`src/hdl/b64_pkg.sv`:
```
package b64_pkg;

    // Decoder symbol codes beyond the 64 data sextets.
    localparam logic [6:0] SYM_PAD  = 7'd64;
    localparam logic [6:0] SYM_NONE = 7'd65;

    localparam logic [7:0] CHAR_PAD = 8'h3D;

    // Register indexes on the configuration port.
    localparam logic REG_MODE     = 1'b0;
    localparam logic REG_URL_SAFE = 1'b1;

    localparam int MAX_RES = 4;

    // Mode register values.
    localparam logic MODE_ENCODE = 1'b0;
    localparam logic MODE_DECODE = 1'b1;

    // Configuration seen by the codec core.
    typedef struct packed {
        logic mode;
        logic url_safe;
        logic clear_group;
    } b64_cfg_t;

    // One result transaction.
    typedef struct packed {
        logic [7:0] out_byte;
        logic       byte_valid;
        logic       run_last;
        logic       message_end;
    } b64_res_t;

    // All results caused by one input transaction.
    typedef struct packed {
        b64_res_t [MAX_RES-1:0] res;
        logic [2:0]             count;
    } b64_set_t;

    // Sextet to alphabet character.
    function automatic logic [7:0] enc_char(input logic [5:0] v, input logic url);
        logic [7:0] c;
        begin
            if (v < 6'd26)
                c = 8'h41 + {2'b00, v};
            else if (v < 6'd52)
                c = 8'h61 + {2'b00, v} - 8'd26;
            else if (v < 6'd62)
                c = 8'h30 + {2'b00, v} - 8'd52;
            else if (v == 6'd62)
                c = url ? 8'h2D : 8'h2B;
            else
                c = url ? 8'h5F : 8'h2F;
            return c;
        end
    endfunction

    // Character to sextet; both alphabets accepted.
    function automatic logic [6:0] dec_sym(input logic [7:0] c);
        logic [6:0] s;
        begin
            if (c >= 8'h41 && c <= 8'h5A)
                s = 7'(c - 8'h41);
            else if (c >= 8'h61 && c <= 8'h7A)
                s = 7'(c - 8'h61 + 8'd26);
            else if (c >= 8'h30 && c <= 8'h39)
                s = 7'(c - 8'h30 + 8'd52);
            else if (c == 8'h2B || c == 8'h2D)
                s = 7'd62;
            else if (c == 8'h2F || c == 8'h5F)
                s = 7'd63;
            else if (c == CHAR_PAD)
                s = SYM_PAD;
            else
                s = SYM_NONE;
            return s;
        end
    endfunction

endpackage

```
`src/hdl/b64_if.sv`:
```
// Input channel: one byte or character per transaction.
interface b64_in_if;
    logic       valid;
    logic       ready;
    logic [7:0] in_byte;
    logic       msg_last;

    modport source (output valid, output in_byte, output msg_last, input ready);
    modport sink (input valid, input in_byte, input msg_last, output ready);
endinterface

// Output channel: one result per transaction.
interface b64_out_if;
    logic       valid;
    logic       ready;
    logic [7:0] out_byte;
    logic       byte_valid;
    logic       run_last;
    logic       message_end;

    modport source (output valid, output out_byte, output byte_valid, output run_last,
                    output message_end, input ready);
    modport sink (input valid, input out_byte, input byte_valid, input run_last,
                  input message_end, output ready);
endinterface

```
`src/hdl/b64_cfg.sv`:
```
module b64_cfg
    import b64_pkg::*;
(
    input  logic        clk,
    input  logic        rst_n,
    input  logic        psel,
    input  logic        penable,
    input  logic        pwrite,
    input  logic [2:0]  paddr,
    input  logic [31:0] pwdata,
    output logic [31:0] prdata,
    output logic        pready,
    output b64_cfg_t    cfg
);

    logic mode_reg;
    logic url_safe_reg;
    logic wr_en;
    logic reg_sel;

    assign pready  = 1'b1;
    assign reg_sel = paddr[2];
    assign wr_en   = psel && penable && pwrite;

    // Register writes in the access phase.
    always_ff @(posedge clk or negedge rst_n)
    begin
        if (!rst_n)
        begin
            mode_reg     <= MODE_ENCODE;
            url_safe_reg <= 1'b1;
        end
        else if (wr_en)
        begin
            if (reg_sel == REG_MODE)
                mode_reg <= pwdata[0];
            else
                url_safe_reg <= pwdata[0];
        end
    end

    // Read back.
    assign prdata = {31'd0, (reg_sel == REG_MODE) ? mode_reg : url_safe_reg};

    // A mode write abandons any partial group.
    assign cfg.mode        = mode_reg;
    assign cfg.url_safe    = url_safe_reg;
    assign cfg.clear_group = wr_en && (reg_sel == REG_MODE);

endmodule

```
`src/hdl/b64_core.sv`:
```
module b64_core
    import b64_pkg::*;
(
    input  logic       clk,
    input  logic       rst_n,
    input  b64_cfg_t   cfg,
    input  logic       accept,
    input  logic [7:0] in_byte,
    input  logic       msg_last,
    output b64_set_t   set
);

    logic [23:0] group_bits_reg, group_bits_next;
    logic [1:0]  group_count_reg, group_count_next;
    logic [1:0]  pad_marks_reg, pad_marks_next;

    logic [23:0] bits;
    logic [1:0]  enc_n;
    logic [2:0]  enc_n1;
    logic        enc_emit;
    logic [6:0]  sym;
    logic [5:0]  sext;
    logic        sym_ok;
    logic        sym_pad;
    logic [1:0]  pad_new;
    logic [1:0]  cnt_new;
    logic        full_grp;
    logic [1:0]  nb_full;
    logic [1:0]  nb_tail;
    logic [1:0]  nb_each;
    logic [2:0]  k;
    b64_res_t [MAX_RES-1:0] res;

    always_comb
    begin
        bits             = group_bits_reg;
        group_bits_next  = group_bits_reg;
        group_count_next = group_count_reg;
        pad_marks_next   = pad_marks_reg;
        enc_n            = (group_count_reg == 2'd3) ? 2'd2 : group_count_reg;
        enc_n1           = {1'b0, enc_n} + 3'd1;
        enc_emit         = 1'b0;
        sym              = dec_sym(in_byte);
        sext             = sym[5:0];
        sym_ok           = (sym != SYM_NONE);
        sym_pad          = (sym == SYM_PAD);
        pad_new          = pad_marks_reg;
        cnt_new          = group_count_reg;
        full_grp         = 1'b0;
        nb_full          = 2'd0;
        nb_tail          = 2'd0;
        nb_each          = 2'd0;
        k                = 3'd0;
        res              = '0;

        if (cfg.mode == MODE_ENCODE)
        begin
            // Pack the byte into the group and emit four characters when done.
            unique case (enc_n)
                2'd0:    bits[23:16] = bits[23:16] | in_byte;
                2'd1:    bits[15:8]  = bits[15:8] | in_byte;
                default: bits[7:0]   = bits[7:0] | in_byte;
            endcase
            enc_emit = (enc_n1 == 3'd3) || msg_last;
            res[0].out_byte   = enc_char(bits[23:18], cfg.url_safe);
            res[1].out_byte   = enc_char(bits[17:12], cfg.url_safe);
            res[2].out_byte   = (enc_n1 >= 3'd2) ? enc_char(bits[11:6], cfg.url_safe)
                                                 : CHAR_PAD;
            res[3].out_byte   = (enc_n1 >= 3'd3) ? enc_char(bits[5:0], cfg.url_safe)
                                                 : CHAR_PAD;
            res[0].byte_valid = 1'b1;
            res[1].byte_valid = 1'b1;
            res[2].byte_valid = 1'b1;
            res[3].byte_valid = 1'b1;
            if (enc_emit)
            begin
                k                = 3'd4;
                group_bits_next  = '0;
                group_count_next = '0;
                pad_marks_next   = '0;
            end
            else
            begin
                group_bits_next  = bits;
                group_count_next = enc_n1[1:0];
            end
        end
        else
        begin
            // Place a recognized sextet; padding counts as a zero sextet.
            if (sym_ok)
            begin
                if (sym_pad)
                    sext = 6'd0;
                unique case (group_count_reg)
                    2'd0:    bits[23:18] = bits[23:18] | sext;
                    2'd1:    bits[17:12] = bits[17:12] | sext;
                    2'd2:    bits[11:6]  = bits[11:6] | sext;
                    default: bits[5:0]   = bits[5:0] | sext;
                endcase
                if (sym_pad && pad_marks_reg != 2'd3)
                    pad_new = pad_marks_reg + 2'd1;
                if (group_count_reg == 2'd3)
                    full_grp = 1'b1;
                else
                    cnt_new = group_count_reg + 2'd1;
            end

            // Bytes from a completed group.
            if (pad_new == 2'd0)
                nb_full = 2'd3;
            else if (pad_new == 2'd1 && sym_pad)
                nb_full = 2'd2;
            else
                nb_full = 2'd1;

            // Bytes from an unpadded tail at message end.
            if (cnt_new >= 2'd2)
                nb_tail = (pad_new >= cnt_new - 2'd1) ? 2'd0 : cnt_new - 2'd1 - pad_new;

            if (full_grp)
                nb_each = nb_full;
            else if (msg_last)
                nb_each = nb_tail;

            res[0].out_byte   = bits[23:16];
            res[1].out_byte   = bits[15:8];
            res[2].out_byte   = bits[7:0];
            res[0].byte_valid = 1'b1;
            res[1].byte_valid = 1'b1;
            res[2].byte_valid = 1'b1;
            k = {1'b0, nb_each};

            if (full_grp || msg_last)
            begin
                group_bits_next  = '0;
                group_count_next = '0;
                pad_marks_next   = '0;
            end
            else
            begin
                group_bits_next  = bits;
                group_count_next = cnt_new;
                pad_marks_next   = pad_new;
            end
        end

        // A message end with no data gives one bare end marker.
        if (msg_last && k == 3'd0)
        begin
            res[0] = '0;
            k      = 3'd1;
        end

        // Flag the last result of this transaction.
        for (int i = 0; i < MAX_RES; i++)
        begin
            if (k == 3'(i + 1))
            begin
                res[i].run_last    = 1'b1;
                res[i].message_end = msg_last;
            end
        end
    end

    assign set.res   = res;
    assign set.count = k;

    // Group state.
    always_ff @(posedge clk or negedge rst_n)
    begin
        if (!rst_n)
        begin
            group_bits_reg  <= '0;
            group_count_reg <= '0;
            pad_marks_reg   <= '0;
        end
        else if (cfg.clear_group)
        begin
            group_bits_reg  <= '0;
            group_count_reg <= '0;
            pad_marks_reg   <= '0;
        end
        else if (accept)
        begin
            group_bits_reg  <= group_bits_next;
            group_count_reg <= group_count_next;
            pad_marks_reg   <= pad_marks_next;
        end
    end

endmodule

```
`src/hdl/b64_outq.sv`:
```
module b64_outq
    import b64_pkg::*;
(
    input  logic     clk,
    input  logic     rst_n,
    input  logic     load,
    input  b64_set_t set,
    output logic     load_ok,
    b64_out_if.source dout
);

    b64_res_t [MAX_RES-1:0] slot_reg, slot_next;
    logic [2:0]             cnt_reg, cnt_next;
    logic                   pop;

    assign pop     = dout.valid && dout.ready;
    assign load_ok = (cnt_reg == 3'd0) || (cnt_reg == 3'd1 && dout.ready);

    // Load a fresh result set or shift out the head.
    always_comb
    begin
        slot_next = slot_reg;
        cnt_next  = cnt_reg;
        if (load)
        begin
            slot_next = set.res;
            cnt_next  = set.count;
        end
        else if (pop)
        begin
            for (int i = 0; i < MAX_RES - 1; i++)
            begin
                slot_next[i] = slot_reg[i + 1];
            end
            cnt_next = cnt_reg - 3'd1;
        end
    end

    always_ff @(posedge clk)
    begin
        slot_reg <= slot_next;
    end

    always_ff @(posedge clk or negedge rst_n)
    begin
        if (!rst_n)
            cnt_reg <= '0;
        else
            cnt_reg <= cnt_next;
    end

    assign dout.valid       = (cnt_reg != 3'd0);
    assign dout.out_byte    = slot_reg[0].out_byte;
    assign dout.byte_valid  = slot_reg[0].byte_valid;
    assign dout.run_last    = slot_reg[0].run_last;
    assign dout.message_end = slot_reg[0].message_end;

endmodule

```
`src/hdl/base64_stream_codec.sv`:
```
// Base64 stream codec (standard and URL-safe alphabets). With mode 0 it takes
// data bytes and returns four characters per three bytes, padding the last
// group with '=' at a message end; with mode 1 it takes characters of either
// alphabet, skips anything else, and returns up to three bytes per group.
// Every message end yields a result flagged message_end (a bare marker with
// byte_valid low when no data is left). The codec computes all results of an
// input transaction in the cycle it is accepted and holds them in a four-entry
// result buffer that drains one result transaction per cycle while the
// receiver is ready. A new input is taken once the buffer is empty or its last
// result leaves in the same cycle. An input that produces at most one result
// therefore is not held for its own result; otherwise the input is held until
// its last result leaves. When encoding, the first two bytes of a group give no
// results unless they end the message, and the third holds the input while its
// four characters drain through the single output port. Write mode and url_safe
// only while the codec is idle; writing mode discards any partial group.
module base64_stream_codec
    import b64_pkg::*;
(
    input  logic        clk,
    input  logic        rst_n,
    b64_in_if.sink      din,
    b64_out_if.source   dout,
    input  logic        psel,
    input  logic        penable,
    input  logic        pwrite,
    input  logic [2:0]  paddr,
    input  logic [31:0] pwdata,
    output logic [31:0] prdata,
    output logic        pready
);

    b64_cfg_t cfg;
    b64_set_t set;
    logic     load_ok;
    logic     accept;

    assign din.ready = load_ok;
    assign accept    = din.valid && load_ok;

    b64_cfg u_cfg (
        .clk     (clk),
        .rst_n   (rst_n),
        .psel    (psel),
        .penable (penable),
        .pwrite  (pwrite),
        .paddr   (paddr),
        .pwdata  (pwdata),
        .prdata  (prdata),
        .pready  (pready),
        .cfg     (cfg)
    );

    b64_core u_core (
        .clk      (clk),
        .rst_n    (rst_n),
        .cfg      (cfg),
        .accept   (accept),
        .in_byte  (din.in_byte),
        .msg_last (din.msg_last),
        .set      (set)
    );

    b64_outq u_outq (
        .clk     (clk),
        .rst_n   (rst_n),
        .load    (accept),
        .set     (set),
        .load_ok (load_ok),
        .dout    (dout)
    );

endmodule

```
`src/flat_wrapper.sv`:
```
// flat-port wrapper written by rule: the top's interface ports become plain ports
module base64_stream_codec_flat import b64_pkg::*;
  (clk, rst_n, psel, penable, pwrite, paddr, pwdata, prdata, pready, din_valid, din_in_byte, din_msg_last, din_ready, dout_valid, dout_out_byte, dout_byte_valid, dout_run_last, dout_message_end, dout_ready);
  b64_in_if din_i ();
  b64_out_if dout_i ();
  input  logic clk;
  input  logic rst_n;
  input  logic psel;
  input  logic penable;
  input  logic pwrite;
  input  logic [2:0] paddr;
  input  logic [31:0] pwdata;
  output logic [31:0] prdata;
  output logic pready;
  input wire logic [$bits(din_i.valid)-1:0] din_valid;
  input wire logic [$bits(din_i.in_byte)-1:0] din_in_byte;
  input wire logic [$bits(din_i.msg_last)-1:0] din_msg_last;
  output wire logic [$bits(din_i.ready)-1:0] din_ready;
  output wire logic [$bits(dout_i.valid)-1:0] dout_valid;
  output wire logic [$bits(dout_i.out_byte)-1:0] dout_out_byte;
  output wire logic [$bits(dout_i.byte_valid)-1:0] dout_byte_valid;
  output wire logic [$bits(dout_i.run_last)-1:0] dout_run_last;
  output wire logic [$bits(dout_i.message_end)-1:0] dout_message_end;
  input wire logic [$bits(dout_i.ready)-1:0] dout_ready;
  assign din_i.valid = din_valid;
  assign din_i.in_byte = din_in_byte;
  assign din_i.msg_last = din_msg_last;
  assign din_ready = din_i.ready;
  assign dout_valid = dout_i.valid;
  assign dout_out_byte = dout_i.out_byte;
  assign dout_byte_valid = dout_i.byte_valid;
  assign dout_run_last = dout_i.run_last;
  assign dout_message_end = dout_i.message_end;
  assign dout_i.ready = dout_ready;
  base64_stream_codec u_core (.clk(clk), .rst_n(rst_n), .din(din_i), .dout(dout_i), .psel(psel), .penable(penable), .pwrite(pwrite), .paddr(paddr), .pwdata(pwdata), .prdata(prdata), .pready(pready));
endmodule
```
`config.mk`:
```
export PLATFORM = sky130hd
export DESIGN_NAME = base64_stream_codec_flat
export DESIGN_NICKNAME = d
export VERILOG_FILES = /design/src/hdl/b64_pkg.sv /design/src/hdl/b64_if.sv /design/src/hdl/b64_cfg.sv /design/src/hdl/b64_core.sv /design/src/hdl/b64_outq.sv /design/src/hdl/base64_stream_codec.sv /design/src/flat_wrapper.sv
export SDC_FILE = /design/constraint.sdc
export NUM_CORES = 1
export LEC_CHECK = 0
export CAP_MARGIN = 10
export CORE_MARGIN = 8
export CORE_UTILIZATION = 35
export CTS_BUF_LIST = sky130_fd_sc_hd__clkbuf_4
export CTS_CLUSTER_DIAMETER = 200
export DETAILED_ROUTE_END_ITERATION = 12
export DONT_BUFFER_PORTS = 1
export HOLD_SLACK_MARGIN = 0.02
export PLACE_DENSITY = 0.52
export SKIP_LAST_GASP = 1
export SYNTH_ARGS = -nofsm -noshare
export SYNTH_HDL_FRONTEND = slang
export SYNTH_SLANG_ARGS = --single-unit
```
`constraint.sdc`:
```
create_clock -name clk -period 4.8 [get_ports clk]
set_input_delay 0.72 -clock clk [delete_from_list [all_inputs] [get_ports clk]]
set_output_delay 0.72 -clock clk [all_outputs]
set_load 0.01 [all_outputs]
```
Word level (Yosys, flattened, before mapping)
Index checks and enable logic that the tools add are counted.
Storage, ports and cells
  flip-flop bits (word level): 77
  input bits: 51
  output and inout bits: 46
  word-level logic and storage cells: 228
Cells by class
  add/sub/neg operators: 31
  $lt $le $gt $ge: 22
  equality and inequality tests: 23
  mux-type cells: 88
  bitwise gates (word level): 9
  reductions and logical operators: 32
Operator list (number)
  $mux 8: 19
  $mux 24: 6
  $mux 7: 10
  $mux 33: 2
  $add 7x6->8 const A: 8
  $mux 2: 27
  $lt 6x6->1 const B: 8
  $mux 6: 8
  $eq 8x6->1 const B: 4
  $sub 7x6->8 const B: 4
  $sub 8x5->8 const B: 4
  $add 6x6->7 const A: 4
  $mux 9: 3
  $eq 6x6->1 const B: 4
  $lt 6x5->1 const B: 4
  $or 6x6->6: 4
  $or 8x8->8: 3
  $mux 3: 6
  $ge 8x7->1 const B: 2
  $le 8x7->1 const B: 2
  $sub 7x7->7 const B: 2
  $logic_and 1x1->1: 12
  $mux 11: 1
  $eq 3x2->1 const B: 3
  31 further kinds: 55

Logic depth before layout (Yosys ltp)
  word-level depth: 24
  mapped depth: 20
  depth with buffers taken out: 19

By module
Synthesis repeated with hierarchy kept, for this count alone.
Second synthesis, totals
  cell total of the unflattened synthesis: 820
  area total of the unflattened synthesis: 7203.2 um2
Modules (own cells, without submodules)
  b64_core: times used 1, cells an instance 658, area each 4626.9 um2, seq. area each 700.7 um2
  b64_outq: times used 1, cells an instance 117, area each 2184.6 um2, seq. area each 1396.3 um2
  b64_cfg: times used 1, cells an instance 44, area each 385.4 um2, seq. area each 51.3 um2
  base64_stream_codec: times used 1, cells an instance 1, area each 6.3 um2, seq. area each 0.0 um2

Worst setup path before layout
Ideal clock, no wire load.
  path type: input-to-reg
  from: input din_in_byte[0]
  to: register u_core.u_outq.slot_reg, in the netlist u_core.u_outq.dout.out_byte[0] (data pin)
  library setup time: 0.170 ns
  arrival: 4.498 ns
  required time: 4.630 ns
  slack: 0.132 ns
  cell stages on the path: 19
  buffers on the path: 1
  path through: clkbuf_1 -> inv_1 -> ha_1 -> nand2b_1 -> a32o_1 -> nand3_1 -> o21ai_1 -> nor2_1 -> nand2_1 -> mux2_2 -> inv_1 -> ha_1 -> inv_1 -> fa_1 -> a2111o_1 -> a211o_1 -> nand4_2 -> a211oi_4 -> a311oi_2
RTL lines
  from (decl): RTL line flat_wrapper.sv:16  | input wire logic [$bits(din_i.in_byte)-1:0] din_in_byte;
  to (signal assigned): RTL line b64_outq.sv:41  | slot_reg <= slot_next;
  to (decl): RTL line b64_outq.sv:12  | b64_res_t [MAX_RES-1:0] slot_reg, slot_next;

==> impl_metrics.yaml <==
sta:
  tns_ns: 0
  tightest_slew_ns: 0.911
  fin_crit_sh_pct: 88.6
  relSlewSlack_pct: 38.8
  timing.final.max_slew_violations: 0
  rsz0062_at_grt: "false"
  holdWs_ns: 0.0767
  hold_violations: 0
  period_needed_ns: 4.25
  fmax_ghz: 0.235
  fin_ws_ns: 0.548
  setup_viol: 0
  skew_ns: 0.0195
setup_path:
  crit_end: "u_core.u_outq.slot_reg[22]$_DFFE_PP_"
  r2r_end: "u_core.u_outq.slot_reg[29]$_DFFE_PP_"
  crit_type: "input pin to flop"
  crit_path_end_kind: "flop"
  startpoint: "din_in_byte[2]"
  r2r_setup_slack_ns: 1.03
  critPathLaunchType: "input pin"
  cp.required_ns: 5.11
  cp_max_fo: 16
  cp.arrival_ns: 4.56
  rr_worst_depth: 12
  r2r-start: "u_core.u_core.group_count_reg[0]$_DFFE_PN0P_"
power:
  leakagePower_nw: 2.83
  power_density_nw_per_um2: 549
  total_power_w: 0.00391
  ir_drop_uv: 188
global_routing:
  grt_pass1_vias: 5848
  antenna_found_initial: 0
  grt_pass1_wl_um: 33600
  grt_max_degree: 59
  gr-usage-all-layers_pct: 18.0
  overflow: 0
routing:
  wl_per_cell_um: 19.9
  drtIter0Drc: 497
  final_antenna_net_count: 0
  drc_errors: 0
  num_vias: 6174
  dr.pass1.iters: 7
  finalWirelength_um: 21600
  vias_per_cell: 5.67
worst_hold_path:
  hp-class: "input pin to async pin"
synthesis:
  synth_area_per_cell_um2: 8.20
  netlist_area_um2: 6810
  synth_top_area_share_pct: 19.4
  synthTopCellsByCount: "88 x nand2_1, 73 x a21oi_1, 69 x nor2_1, 65 x o21ai_0, 44 x edfxtp_1"
  synthTopCellsByArea: "edfxtp_1 19%, dfrtp_1 12%, ha_1 6.4%"
  ys_seq_area_share_pct: 31.6
  yosysUniqueCellTypes: 85
  yosysMostFrequentCell: "nand2_1"
  yosysTopAreaCell: "edfxtp_1"
  syn_inst: 830
  async_flop_share_pct: 42.9
  yosys_warnings: 0
  ys_ff_latch: 77
  synth_edf_count: 44
  ys_dominant_reg_cell: "edfxtp_1"
run:
  drv_cap: 0
placed_design:
  place_ws_ns: 0.0615
  hpwl_um: 15100
  numPortBuffers: 0
  gp_congestion: 0.901
clock_tree:
  cts.clk_slew.worst_paths_ns: 0.14
  clockBufferDepth: 2
  root_buffer: "clkbuf_4"
  clk_latency_ns: 0.47
  clock-sinks: 77
  cts_setup_buffers: 0
  numCtsBuffers: 9
  htree_levels: 3
  cts_tree: "built"
floorplan:
  rows: 51
  die_area_um2: 24200
  num_io_pins: 97
  start_util_pct: 35.3
  core_area_um2: 19300
  die_width_um: 155
  die_height_um: 155
final_layout:
  syn_to_final_growth_pct: 4.74
  largest_reg_flops: 33
  final_util_pct: 37.0
  diodes: 0
  fin_nets: 905
  drive_above_1_share_pct: 10.3
status:
  run_status: "completed"
critical path, cell delays in order:
cell and delay (ns):
inv_1 0.10, ha_1 0.28, nand2b_1 0.08, a32o_1 0.31, and3_1 0.21, o31ai_1 0.45, nand3_1 0.28, xnor2_1 0.19
ha_1 0.21, fa_1 0.40, a2111o_1 0.40, a211o_1 0.35, a31oi_1 0.34, nand2_1 0.08, o21ai_0 0.15
per-stage QoR:
stage / cells / cell area, um^2
global route: 1088 / 7130
detailed placement: 1071 / 6980
global placement: 1071 / 6980
floorplan: 860 / 6920
CTS: 1088 / 7130
finish: 1088 / 7130
cell usage in the layout, fill, tap and decap left out, drive strengths merged, types with 11 or more instances in the layout:
cell    Yosys  layout
o21ai      69      69
nand2b     11      11
edfxtp     44      44
nor2b      12      12
a31oi      16      16
nand2      90      90
ha         35      35
a21oi      75      75
inv        43      43
a21o       22      22
conb        2      32
nor3       28      28
buf        52      28
nand3      21      21
dfrtp      32      32
nor2       69      69
worst min-delay path by stage:
stage          slack [ns]  cells past startpoint                                      endpoint
2_1_floorplan        0.42                      0             u_core.u_cfg.mode_reg$_DFFE_PN0P_
3_3_place_gp         0.43                      0          u_core.u_outq.cnt_reg[0]$_DFFE_PN0P_
3_5_place_dp         0.43                      0          u_core.u_outq.cnt_reg[0]$_DFFE_PN0P_
4_1_cts              0.05                      0         u_core.u_cfg.url_safe_reg$_DFFE_PN1P_
5_1_grt              0.02                      0         u_core.u_cfg.url_safe_reg$_DFFE_PN1P_
6_report             0.08                      1  u_core.u_core.group_bits_reg[10]$_DFFE_PN0P_
repair_timing:
action / CTS / global route
endpoints found under the hold margin: 32 / 0
hold buffers: 1 / 0
gates resized for setup: 0 / 0
power breakdown:
| part | internal (W) | switching (W) |
|---|---|---|
| Combinational | 0.000831 | 0.00151 |
| Clock | 0.000159 | 0.000247 |
| Sequential | 0.000993 | 0.000174 |
| Total | 0.00198 | 0.00193 |
layout make-up:
type                    count  area (um^2)
repair buffers             28          223
well taps                 265          332
clock inverters             6         53.8
inverters                  46          173
clock buffers              10         75.1
multi-input cells         656         4120
flip-flops and latches     77         2150
fillers                  2055        12100
metal layers:
layer	track usage, %	vias up	share of wire (%)
li1	-	2965	-
met1	23.0	2964	44
met2	28.9	206	47
met3	3.91	39	5.7
met4	7.07	0	3.1
met5	0	-	0
kinds of logic (layout without fill, tap and decap cells):
logic type / after synthesis / in the layout / synth area share (%)
compound gates: 301 / 301 / 30.4
xor+xnor: 12 / 12 / 1.54
fa+ha+maj: 36 / 36 / 6.73
buf+inv: 127 / 90 / 9.52
flops: 77 / 77 / 31.6
mux: 8 / 8 / 1.27
other cells: 2 / 32 / 0.110
simple gates: 267 / 267 / 18.9
(Power assumes the default switching activity.)
